File: src/hw/rtl/assert_macros.svh
// ----------------------------------------------------------------------------
// Assertion macros
// Concurrent checks on the rising edge of clk, off while rst is high.
// ----------------------------------------------------------------------------
`ifndef ASSERT_MACROS_SVH
`define ASSERT_MACROS_SVH
`ifndef SYNTHESIS
// cond must hold at every edge
`define CHECK_ALWAYS(label, cond) \
  label: assert property (@(posedge clk) disable iff (rst) (cond)) \
    else $error("check failed: always");
// cons must hold at the next edge after ante
`define CHECK_NEXT(label, ante, cons) \
  label: assert property (@(posedge clk) disable iff (rst) (ante) |=> (cons)) \
    else $error("check failed: next");
`else
`define CHECK_ALWAYS(label, cond)
`define CHECK_NEXT(label, ante, cons)
`endif
`endif

File: src/hw/rtl/pcdrw_pkg.sv
// ----------------------------------------------------------------------------
// pcdrw_pkg
// Shared types, codes and helpers of the port command decoder / RFFE writer.
// ----------------------------------------------------------------------------
`default_nettype none

package pcdrw_pkg;

  // configuration port
  localparam int CFG_IDX_W  = 1;
  localparam int CFG_DATA_W = 5;
  localparam logic [CFG_IDX_W-1:0] CFG_SLAVE_ID   = 1'd0;
  localparam logic [CFG_IDX_W-1:0] CFG_TARGET_REG = 1'd1;
  localparam logic [3:0] SLAVE_ID_RESET   = 4'd6;
  localparam logic [4:0] TARGET_REG_RESET = 5'd1;

  // register-write command field
  localparam logic [2:0] CMD_REG_WRITE = 3'b010;

  // state saturation
  localparam logic [6:0] STATE_MAX      = 7'd64;
  localparam logic [7:0] STATE_MAX_CODE = 8'h60;

  // result kinds
  typedef enum logic [1:0] {
    KIND_DAC    = 2'd0,
    KIND_START  = 2'd1,
    KIND_BIT    = 2'd2,
    KIND_SWITCH = 2'd3
  } kind_t;

  // frame sequencer positions
  localparam int SEQ_W = 5;
  localparam logic [SEQ_W-1:0] IDX_DAC       = 5'd0;
  localparam logic [SEQ_W-1:0] IDX_START     = 5'd1;
  localparam logic [SEQ_W-1:0] IDX_HDR_FIRST = 5'd2;
  localparam logic [SEQ_W-1:0] IDX_HDR_LAST  = 5'd14;
  localparam logic [SEQ_W-1:0] IDX_WRD_FIRST = 5'd15;
  localparam logic [SEQ_W-1:0] IDX_WRD_LAST  = 5'd24;
  localparam logic [SEQ_W-1:0] IDX_SWITCH    = 5'd25;

  localparam int HDR_BITS = 13;
  localparam int WRD_BITS = 10;

  // command queue
  localparam int QUEUE_DEPTH = 2;
  localparam int QPTR_W      = 1;
  localparam int QCNT_W      = 2;

  // one decoded command
  typedef struct packed {
    logic [7:0]          dac;
    logic [1:0]          ldo;       // main, aux
    logic [5:0]          sw_fields;
    logic [WRD_BITS-1:0] word1;
    logic [WRD_BITS-1:0] word2;
    logic                err;
  } cmd_t;

  typedef struct packed {
    logic valid;
    cmd_t cmd;
  } q_head_t;

  function automatic logic state_over(input logic [6:0] s);
    return s > STATE_MAX;
  endfunction

  function automatic logic [7:0] state_code(input logic [6:0] s);
    logic [7:0] c;
    if (s >= STATE_MAX) c = STATE_MAX_CODE;
    else                c = {1'b0, s};
    return c;
  endfunction

  // data byte, odd parity, bus park
  function automatic logic [WRD_BITS-1:0] make_word(input logic [7:0] c);
    return {c, ~^c, 1'b0};
  endfunction

endpackage

`default_nettype wire

File: src/hw/rtl/pcdrw_front.sv
// ----------------------------------------------------------------------------
// pcdrw_front
// Five-step byte parser; builds one command per complete sequence.
// ----------------------------------------------------------------------------
`default_nettype none

module pcdrw_front
  import pcdrw_pkg::*;
(
  input  wire logic       clk,
  input  wire logic       rst,
  input  wire logic       accept,
  input  wire logic [7:0] port_byte,
  output logic            push,
  output cmd_t            cmd
);

  typedef enum logic [2:0] {
    ST_SWITCH = 3'd0,
    ST_DAC_LO = 3'd1,
    ST_POWER  = 3'd2,
    ST_FIRST  = 3'd3,
    ST_SECOND = 3'd4
  } step_t;

  step_t      step;
  logic [5:0] sw_fields;
  logic [5:0] dac_low;
  logic [5:0] power;
  logic [6:0] first_state;

  always_ff @(posedge clk) begin
    if (rst) begin
      step <= ST_SWITCH;
    end else if (accept) begin
      case (step)
        ST_SWITCH: if (port_byte[7:6] == 2'b11) step <= ST_DAC_LO;
        ST_DAC_LO: if (port_byte[7:6] == 2'b10) step <= ST_POWER;
        ST_POWER:  if (port_byte[7:6] == 2'b01) step <= ST_FIRST;
        ST_FIRST:  if (port_byte[7]) step <= ST_SECOND;
        ST_SECOND: if (!port_byte[7]) step <= ST_SWITCH;
        default:   step <= ST_SWITCH;
      endcase
    end
  end

  always_ff @(posedge clk) begin
    if (accept) begin
      if (step == ST_SWITCH && port_byte[7:6] == 2'b11) sw_fields <= port_byte[5:0];
      if (step == ST_DAC_LO && port_byte[7:6] == 2'b10) dac_low <= port_byte[5:0];
      if (step == ST_POWER && port_byte[7:6] == 2'b01) power <= port_byte[5:0];
      if (step == ST_FIRST && port_byte[7]) first_state <= port_byte[6:0];
    end
  end

  assign push = accept && (step == ST_SECOND) && !port_byte[7];

  always_comb begin
    cmd.dac       = {power[3:2], dac_low};
    cmd.ldo       = power[1:0];
    cmd.sw_fields = sw_fields;
    cmd.word1     = make_word(state_code(first_state));
    cmd.word2     = make_word(state_code(port_byte[6:0]));
    cmd.err       = state_over(first_state) || state_over(port_byte[6:0]);
  end

endmodule

`default_nettype wire

File: src/hw/rtl/pcdrw_queue.sv
// ----------------------------------------------------------------------------
// pcdrw_queue
// Short command queue between the parser and the frame sequencer.
// ----------------------------------------------------------------------------
`default_nettype none

`include "assert_macros.svh"

module pcdrw_queue
  import pcdrw_pkg::*;
(
  input  wire logic clk,
  input  wire logic rst,
  input  wire logic push,
  input  wire cmd_t push_cmd,
  input  wire logic pop,
  output q_head_t   head,
  output logic      full
);

  cmd_t              mem [QUEUE_DEPTH];
  logic [QPTR_W-1:0] wr_ptr;
  logic [QPTR_W-1:0] rd_ptr;
  logic [QCNT_W-1:0] count;

  always_ff @(posedge clk) begin
    if (rst) begin
      wr_ptr <= '0;
      rd_ptr <= '0;
      count  <= '0;
    end else begin
      if (push) wr_ptr <= wr_ptr + 1'b1;
      if (pop)  rd_ptr <= rd_ptr + 1'b1;
      case ({push, pop})
        2'b10:   count <= count + 1'b1;
        2'b01:   count <= count - 1'b1;
        default: count <= count;
      endcase
    end
  end

  always_ff @(posedge clk) begin
    if (push) mem[wr_ptr] <= push_cmd;
  end

  assign full = (count == QCNT_W'(QUEUE_DEPTH));
  assign head = '{valid: (count != '0), cmd: mem[rd_ptr]};

  `CHECK_ALWAYS(a_no_overflow, !(push && full))
  `CHECK_ALWAYS(a_no_underflow, !(pop && !head.valid))
  `CHECK_ALWAYS(a_count_bound, count <= QCNT_W'(QUEUE_DEPTH))

endmodule

`default_nettype wire

File: src/hw/rtl/pcdrw_back.sv
// ----------------------------------------------------------------------------
// pcdrw_back
// Frame sequencer: DAC update, start, 23 serial bits, switch update.
// ----------------------------------------------------------------------------
`default_nettype none

`include "assert_macros.svh"

module pcdrw_back
  import pcdrw_pkg::*;
(
  input  wire logic       clk,
  input  wire logic       rst,
  input  wire logic [3:0] slave_id,
  input  wire logic [4:0] target_register,
  input  wire q_head_t    head,
  output logic            pop,
  input  wire logic       out_stall,
  output logic            out_valid,
  output logic [1:0]      kind,
  output logic [7:0]      dac_code,
  output logic            main_ldo_on,
  output logic            aux_ldo_on,
  output logic            first_switch_a,
  output logic            first_switch_b,
  output logic            second_switch_a,
  output logic            second_switch_b,
  output logic            data_line_one,
  output logic            data_line_two,
  output logic            range_error,
  output logic            last
);

  logic [SEQ_W-1:0]    idx;
  logic                advance;
  logic                fire;
  logic [11:0]         hdr_body;
  logic [HDR_BITS-1:0] header;
  logic [3:0]          hdr_sel;
  logic [3:0]          wrd_sel;
  kind_t               kind_next;
  logic                d1_next;
  logic                d2_next;

  assign advance = !out_valid || !out_stall;
  assign fire    = advance && head.valid;
  assign pop     = fire && (idx == IDX_SWITCH);

  assign hdr_body = {slave_id, CMD_REG_WRITE, target_register};
  assign header   = {hdr_body, ~^hdr_body};
  assign hdr_sel  = 4'(IDX_HDR_LAST - idx);
  assign wrd_sel  = 4'(IDX_WRD_LAST - idx);

  always_comb begin
    kind_next = KIND_BIT;
    d1_next   = 1'b0;
    d2_next   = 1'b0;
    case (idx) inside
      IDX_DAC:   kind_next = KIND_DAC;
      IDX_START: kind_next = KIND_START;
      [IDX_HDR_FIRST:IDX_HDR_LAST]: begin
        d1_next = header[hdr_sel];
        d2_next = header[hdr_sel];
      end
      [IDX_WRD_FIRST:IDX_WRD_LAST]: begin
        d1_next = head.cmd.word1[wrd_sel];
        d2_next = head.cmd.word2[wrd_sel];
      end
      default:   kind_next = KIND_SWITCH;
    endcase
  end

  // sequencer and the levels that persist between frames
  always_ff @(posedge clk) begin
    if (rst) begin
      out_valid       <= 1'b0;
      idx             <= IDX_DAC;
      dac_code        <= '0;
      main_ldo_on     <= 1'b0;
      aux_ldo_on      <= 1'b0;
      first_switch_a  <= 1'b0;
      first_switch_b  <= 1'b0;
      second_switch_a <= 1'b0;
      second_switch_b <= 1'b0;
    end else if (advance) begin
      out_valid <= head.valid;
      if (head.valid) begin
        idx <= (idx == IDX_SWITCH) ? IDX_DAC : idx + 1'b1;
        if (idx == IDX_DAC) begin
          dac_code    <= head.cmd.dac;
          main_ldo_on <= head.cmd.ldo[1];
          aux_ldo_on  <= head.cmd.ldo[0];
        end
        if (idx == IDX_SWITCH) begin
          // a code with its low bit set keeps the old levels
          if (!head.cmd.sw_fields[3]) begin
            first_switch_a <= head.cmd.sw_fields[5];
            first_switch_b <= head.cmd.sw_fields[4];
          end
          if (!head.cmd.sw_fields[0]) begin
            second_switch_a <= head.cmd.sw_fields[2];
            second_switch_b <= head.cmd.sw_fields[1];
          end
        end
      end
    end
  end

  always_ff @(posedge clk) begin
    if (fire) begin
      kind          <= kind_next;
      data_line_one <= d1_next;
      data_line_two <= d2_next;
      range_error   <= head.cmd.err;
      last          <= (idx == IDX_SWITCH);
    end
  end

  `CHECK_ALWAYS(a_last_is_switch, !(out_valid && last) || kind == KIND_SWITCH)
  `CHECK_ALWAYS(a_lines_quiet, !(out_valid && kind != KIND_BIT) ||
                (!data_line_one && !data_line_two))
  `CHECK_NEXT(a_pop_rewinds, pop, idx == IDX_DAC)

endmodule

`default_nettype wire

File: src/hw/rtl/port_command_decoder_rffe_writer_top.sv
// ----------------------------------------------------------------------------
// port_command_decoder_rffe_writer_top
// Host-port command decoder driving a DAC, two regulators, two RF switches
// and an RFFE register-write frame on two data lines.
// ----------------------------------------------------------------------------
// Bytes are taken one per cycle while the two-entry command queue has room;
// bytes that do not fit the current parse step are dropped. Each completed
// command produces 26 result words from the frame sequencer, one per cycle
// when the output is not stalled, so the frame sequencer, not the parser,
// bounds the sustained byte rate for well-formed commands. The user must
// write slave_id and target_register only while the block is idle; the
// block itself does not enforce this.
`default_nettype none

module port_command_decoder_rffe_writer_top
  import pcdrw_pkg::*;
(
  input  wire logic                  clk,
  input  wire logic                  rst,
  input  wire logic                  wr_en,
  input  wire logic [CFG_IDX_W-1:0]  wr_index,
  input  wire logic [CFG_DATA_W-1:0] wr_data,
  input  wire logic                  in_valid,
  output logic                       in_stall,
  input  wire logic [7:0]            port_byte,
  output logic                       out_valid,
  input  wire logic                  out_stall,
  output logic [1:0]                 kind,
  output logic [7:0]                 dac_code,
  output logic                       main_ldo_on,
  output logic                       aux_ldo_on,
  output logic                       first_switch_a,
  output logic                       first_switch_b,
  output logic                       second_switch_a,
  output logic                       second_switch_b,
  output logic                       data_line_one,
  output logic                       data_line_two,
  output logic                       range_error,
  output logic                       last
);

  logic [3:0] slave_id;
  logic [4:0] target_register;
  logic       q_full;
  logic       push;
  logic       pop;
  cmd_t       push_cmd;
  q_head_t    head;

  always_ff @(posedge clk) begin
    if (rst) begin
      slave_id        <= SLAVE_ID_RESET;
      target_register <= TARGET_REG_RESET;
    end else if (wr_en) begin
      case (wr_index)
        CFG_SLAVE_ID:   slave_id        <= wr_data[3:0];
        CFG_TARGET_REG: target_register <= wr_data[4:0];
        default: ;
      endcase
    end
  end

  assign in_stall = q_full;

  pcdrw_front u_front (
    .clk       (clk),
    .rst       (rst),
    .accept    (in_valid && !in_stall),
    .port_byte (port_byte),
    .push      (push),
    .cmd       (push_cmd)
  );

  pcdrw_queue u_queue (
    .clk      (clk),
    .rst      (rst),
    .push     (push),
    .push_cmd (push_cmd),
    .pop      (pop),
    .head     (head),
    .full     (q_full)
  );

  pcdrw_back u_back (
    .clk             (clk),
    .rst             (rst),
    .slave_id        (slave_id),
    .target_register (target_register),
    .head            (head),
    .pop             (pop),
    .out_stall       (out_stall),
    .out_valid       (out_valid),
    .kind            (kind),
    .dac_code        (dac_code),
    .main_ldo_on     (main_ldo_on),
    .aux_ldo_on      (aux_ldo_on),
    .first_switch_a  (first_switch_a),
    .first_switch_b  (first_switch_b),
    .second_switch_a (second_switch_a),
    .second_switch_b (second_switch_b),
    .data_line_one   (data_line_one),
    .data_line_two   (data_line_two),
    .range_error     (range_error),
    .last            (last)
  );

endmodule

`default_nettype wire
File: config.mk
export PLATFORM = sky130hd
export DESIGN_NAME = port_command_decoder_rffe_writer_top
export DESIGN_NICKNAME = d
export VERILOG_FILES = /design/src/hw/rtl/pcdrw_pkg.sv /design/src/hw/rtl/pcdrw_front.sv /design/src/hw/rtl/pcdrw_queue.sv /design/src/hw/rtl/pcdrw_back.sv /design/src/hw/rtl/port_command_decoder_rffe_writer_top.sv
export VERILOG_INCLUDE_DIRS = /design/src /design/src/hw/rtl
export SDC_FILE = /design/constraint.sdc
export NUM_CORES = 1
export LEC_CHECK = 0
export ABC_CLOCK_PERIOD_IN_PS = 4560
export BUFFER_PORTS_ARGS = -buffer_cell sky130_fd_sc_hd__clkbuf_2
export CAP_MARGIN = 20
export CELL_PAD_IN_SITES_DETAIL_PLACEMENT = 1
export CELL_PAD_IN_SITES_GLOBAL_PLACEMENT = 1
export CORE_MARGIN = 2
export CORE_UTILIZATION = 48
export DETAILED_ROUTE_END_ITERATION = 10
export PLACE_DENSITY_LB_ADDON = 0.1
export SYNTH_ARGS = -nofsm -noshare
export SYNTH_HDL_FRONTEND = slang
export SYNTH_HIERARCHICAL = 1
export SYNTH_SLANG_ARGS = --single-unit
File: constraint.sdc
create_clock -name clk -period 4.56 [get_ports clk]
set_clock_uncertainty 0.15 [all_clocks]
set_input_delay 0.456 -clock clk [delete_from_list [all_inputs] [get_ports clk]]
set_output_delay 0.456 -clock clk [all_outputs]
set_load 0.1 [all_outputs]
==> impl_metrics.csv <==
group,metric,value,unit
clock_tree,cts_resized,0,
route,drt-pass1-iter-count,4,
logic_synthesis,ys_seq_elements,140,
route,drc,0,
die,die_h,115,um
cells_and_area,nets,489,
die,die_area,13300,sq um
worst_setup_path,crit_type,"flop to flop",
cells_and_area,fillers,1207,
clock_tree,path_clk_slew,0.06,ns
global_route,grt_pass1_wl,18.2,mm
logic_synthesis,synth_cells,422,
route,wl_per_cell,17.4,um
power_and_ir_drop,p_clk_share,47.6,%
route,detail-route-antenna-nets,0,
power_and_ir_drop,p_seq_share,49.8,%
power_and_ir_drop,pwr_density_cell,403,nW/um^2
die,io_pins,41,
timing,slew_viol_final,0,
worst_setup_path,cp.arrival,3.12,ns
cells_and_area,mostFrequentLayoutCells,"103 x edfxtp_1, 40 x clkbuf_2, 39 x mux2_2",
die,rows,40,
placed_design,io_buffers,40,
global_route,grt_max_degree,42,
logic_synthesis,seq_area_frac_synth,64.3,%
route,drt-total-wl,11.3,mm
power_and_ir_drop,power_switching_share,20.1,%
power_and_ir_drop,netSwitchingPower,0.553,mW
timing,slew_headroom,38.3,%
logic_synthesis,ys_types,55,
route,vias,3371,
worst_hold_path,hold_path.class,"primary input to flop",
logic_synthesis,async_reset_ff_share,0,%
clock_tree,cts_inserted_buffers,17,
timing,fmax,0.322,GHz
clock_tree,postCtsHoldBufs,0,
cells_and_area,final_common_cell,"edfxtp_1",
timing,rsz0062_at_grt,"no",
logic_synthesis,syn-cell-area,5960,sq um
power_and_ir_drop,peakVddDrop,0.238,mV
cells_and_area,syn_to_final_growth,14.6,%
timing,finalHoldViolations,0,
power_and_ir_drop,p_comb_share,2.6,%
die,core_area,12100,sq um
status,status,"completed",
cells_and_area,drive_gt1_share,27.9,%
logic_synthesis,synth_top_cell_by_area,"edfxtp_1",
clock_tree,ctsLongestPathBuffers,2,
route,dr.first_iter.drc_count,207,
logic_synthesis,synth_ff_type,"edfxtp_1",
logic_synthesis,synth_edf_count,103,
die,die_w,115,um
power_and_ir_drop,p_total,2.76,mW
placed_design,place_hpwl,7.31,mm
timing,setup_viol,0,
worst_setup_path,cp_cell_sequence,"inv_1 > ha_1 > mux2_4 > a22oi_1 > o21ai_1 > a22oi_1 > a21oi_1 > a21o_1",
clock_tree,cts_tree,"built",
worst_setup_path,critPathMaxStageDelay,0.77,ns
logic_synthesis,syn_area_per_cell,14.1,sq um
worst_setup_path,crit_path_frequent_cell,"a22oi_1",
logic_synthesis,yosysWarnings,6,
clock_tree,cts.sinks,140,
worst_setup_path,crit_path_end_kind,"flop",
timing,finalCriticalPeriod,3.11,ns
timing,fin_setup_tns,0,ns
global_route,antenna_found_initial,0,
power_and_ir_drop,power_leakage,2.51,nW
worst_setup_path,critPathBufInv,1,
worst_setup_path,cpMaxStageDelayCell,"dfxtp_1",
cells_and_area,diodes,0,
worst_setup_path,worst_setup_path_start_kind,"flop",
logic_synthesis,synth_top_area_share,51.9,%
route,viasPerCell,5.23,
power_and_ir_drop,internal_power,2.20,mW
clock_tree,h-tree-depth,4,
worst_setup_path,worstPathRequired,4.57,ns
clock_tree,cts_root_buf,"clkbuf_16",
placed_design,place_congestion,0.855,
die,start_util,49.4,%
timing,worstMarginPinSlew,0.924,ns
global_route,grt_overflow,0,
clock_tree,cts_setup_buffers,0,
timing,min_period_over_period,68.1,%
global_route,grt_pass1_vias,3620,
clock_tree,clk_latency,0.42,ns
worst_setup_path,critPathTopFamily,"flip-flops",
global_route,grt.total_usage,18.5,%
flow_run,cap_violations,0,
worst_setup_path,crit_fanout,17,
logic_synthesis,synth.area.top_cells,"edfxtp_1 52%, dfxtp_1 12%, mux2_2 7.4%, mux2i_1 2.5%, xnor2_1 2.3%",
[power groups by stage]
stage	Combinational, mW	Clock (mW)	Sequential [mW]
6_report	0.0711	1.31	1.37
3_5_place_dp	0.0717	0	1.40
2_1_floorplan	0.0508	0	1.40
5_1_grt	0.0784	1.38	1.37
4_1_cts	0.0724	1.34	1.37
3_3_place_gp	0.0688	0	1.40
[cell usage after synthesis, drive strengths merged (2+ instances only)]
master,instances
nor2,35
a21o,2
a21oi,19
o31ai,2
mux2,40
xnor2,16
and2b,3
nor4,2
nand2,19
inv,9
nand3,7
a31oi,6
and3,2
nor4b,2
o21ai,11
or2,3
nand2b,7
a21bo,3
nor2b,13
xnor3,3
clkbuf,7
ha,6
xor2,5
mux2i,15
dfxtp,37
edfxtp,103
or4,2
a22oi,3
mux4,4
buf,18
[area by class of cell]
type                            instances  area (sq um)  area share, %
Sequential cell                       140          3830           56.1
Multi-Input combinational cell        251          1940           28.4
Clock buffer                           24           524           7.67
Timing Repair Buffer                   45           235           3.44
Tap cell                              168           210           3.08
Clock inverter                          8          55.1          0.806
Inverter                                9          33.8          0.494
[worst paths after layout]
path,start,endpoint,slack (ns),cells past startpoint
max reg2reg,u_back/idx[0],u_back/data_line_one,1.45,8
max,u_back/idx[0],u_back/data_line_one,1.45,8
min,wr_data[4],target_register[4],0.14,3
min reg2reg,u_front/dac_low[0],u_queue/mem[1][29],0.30,0
[tightest hold or removal path: stages]
cell and delay (ns):
clkbuf_2 0.08, nand3_1 0.05, a21oi_1 0.06
[registers in the layout, indices dropped and copies added, names as in the netlist, 2 cells and up, named ones only]
name	cells
slave_id	4
target_register	5
u_back/dac_code	8
u_back/idx	5
u_back/kind	2
u_front/dac_low	6
u_front/first_state	7
u_front/power	4
u_front/step	3
u_front/sw_fields	6
u_queue/count	2
u_queue/mem	74
[through the flow]
step / instances / instance area (sq um) / hold slack [ns] / utilization, % / setup slack [ns]
floorplan: 425 / 5970 / 0.271 / - / 0.824
global placement: 612 / 6250 / 0.276 / 51.8 / 1.60
detailed placement: 613 / 6250 / 0.285 / 51.9 / 1.50
CTS: 645 / 6830 / 0.119 / 56.7 / 1.44
global route: 645 / 6830 / 0.141 / 56.7 / 1.22
finish: 645 / 6830 / 0.136 / 56.7 / 1.45
[logic make-up after synthesis]
group	Yosys count	synth area share, %
AND/OR/NAND/NOR	104	9.38
other	1	0.0629
adder cells (fa/ha/maj)	6	1.26
buffers and inverters	34	3.38
flip-flops	140	64.3
multiplexers	59	11.6
XOR/XNOR	24	4.22
AO/OA/AOI/OAI	54	5.77
[routing by layer]
| metal | wire (um) | vias up | track usage, % | part of all wire [%] |
|---|---|---|---|---|
| li1 | - | 1622 | - | - |
| met1 | 5270 | 1674 | 23.1 | 47 |
| met2 | 5500 | 57 | 30.7 | 49 |
| met3 | 267 | 18 | 4.29 | 2.4 |
| met4 | 218 | 0 | 8.67 | 1.9 |
| met5 | 0 | - | 0 | 0 |
Note: power is estimated with default switching activity, not from simulation.
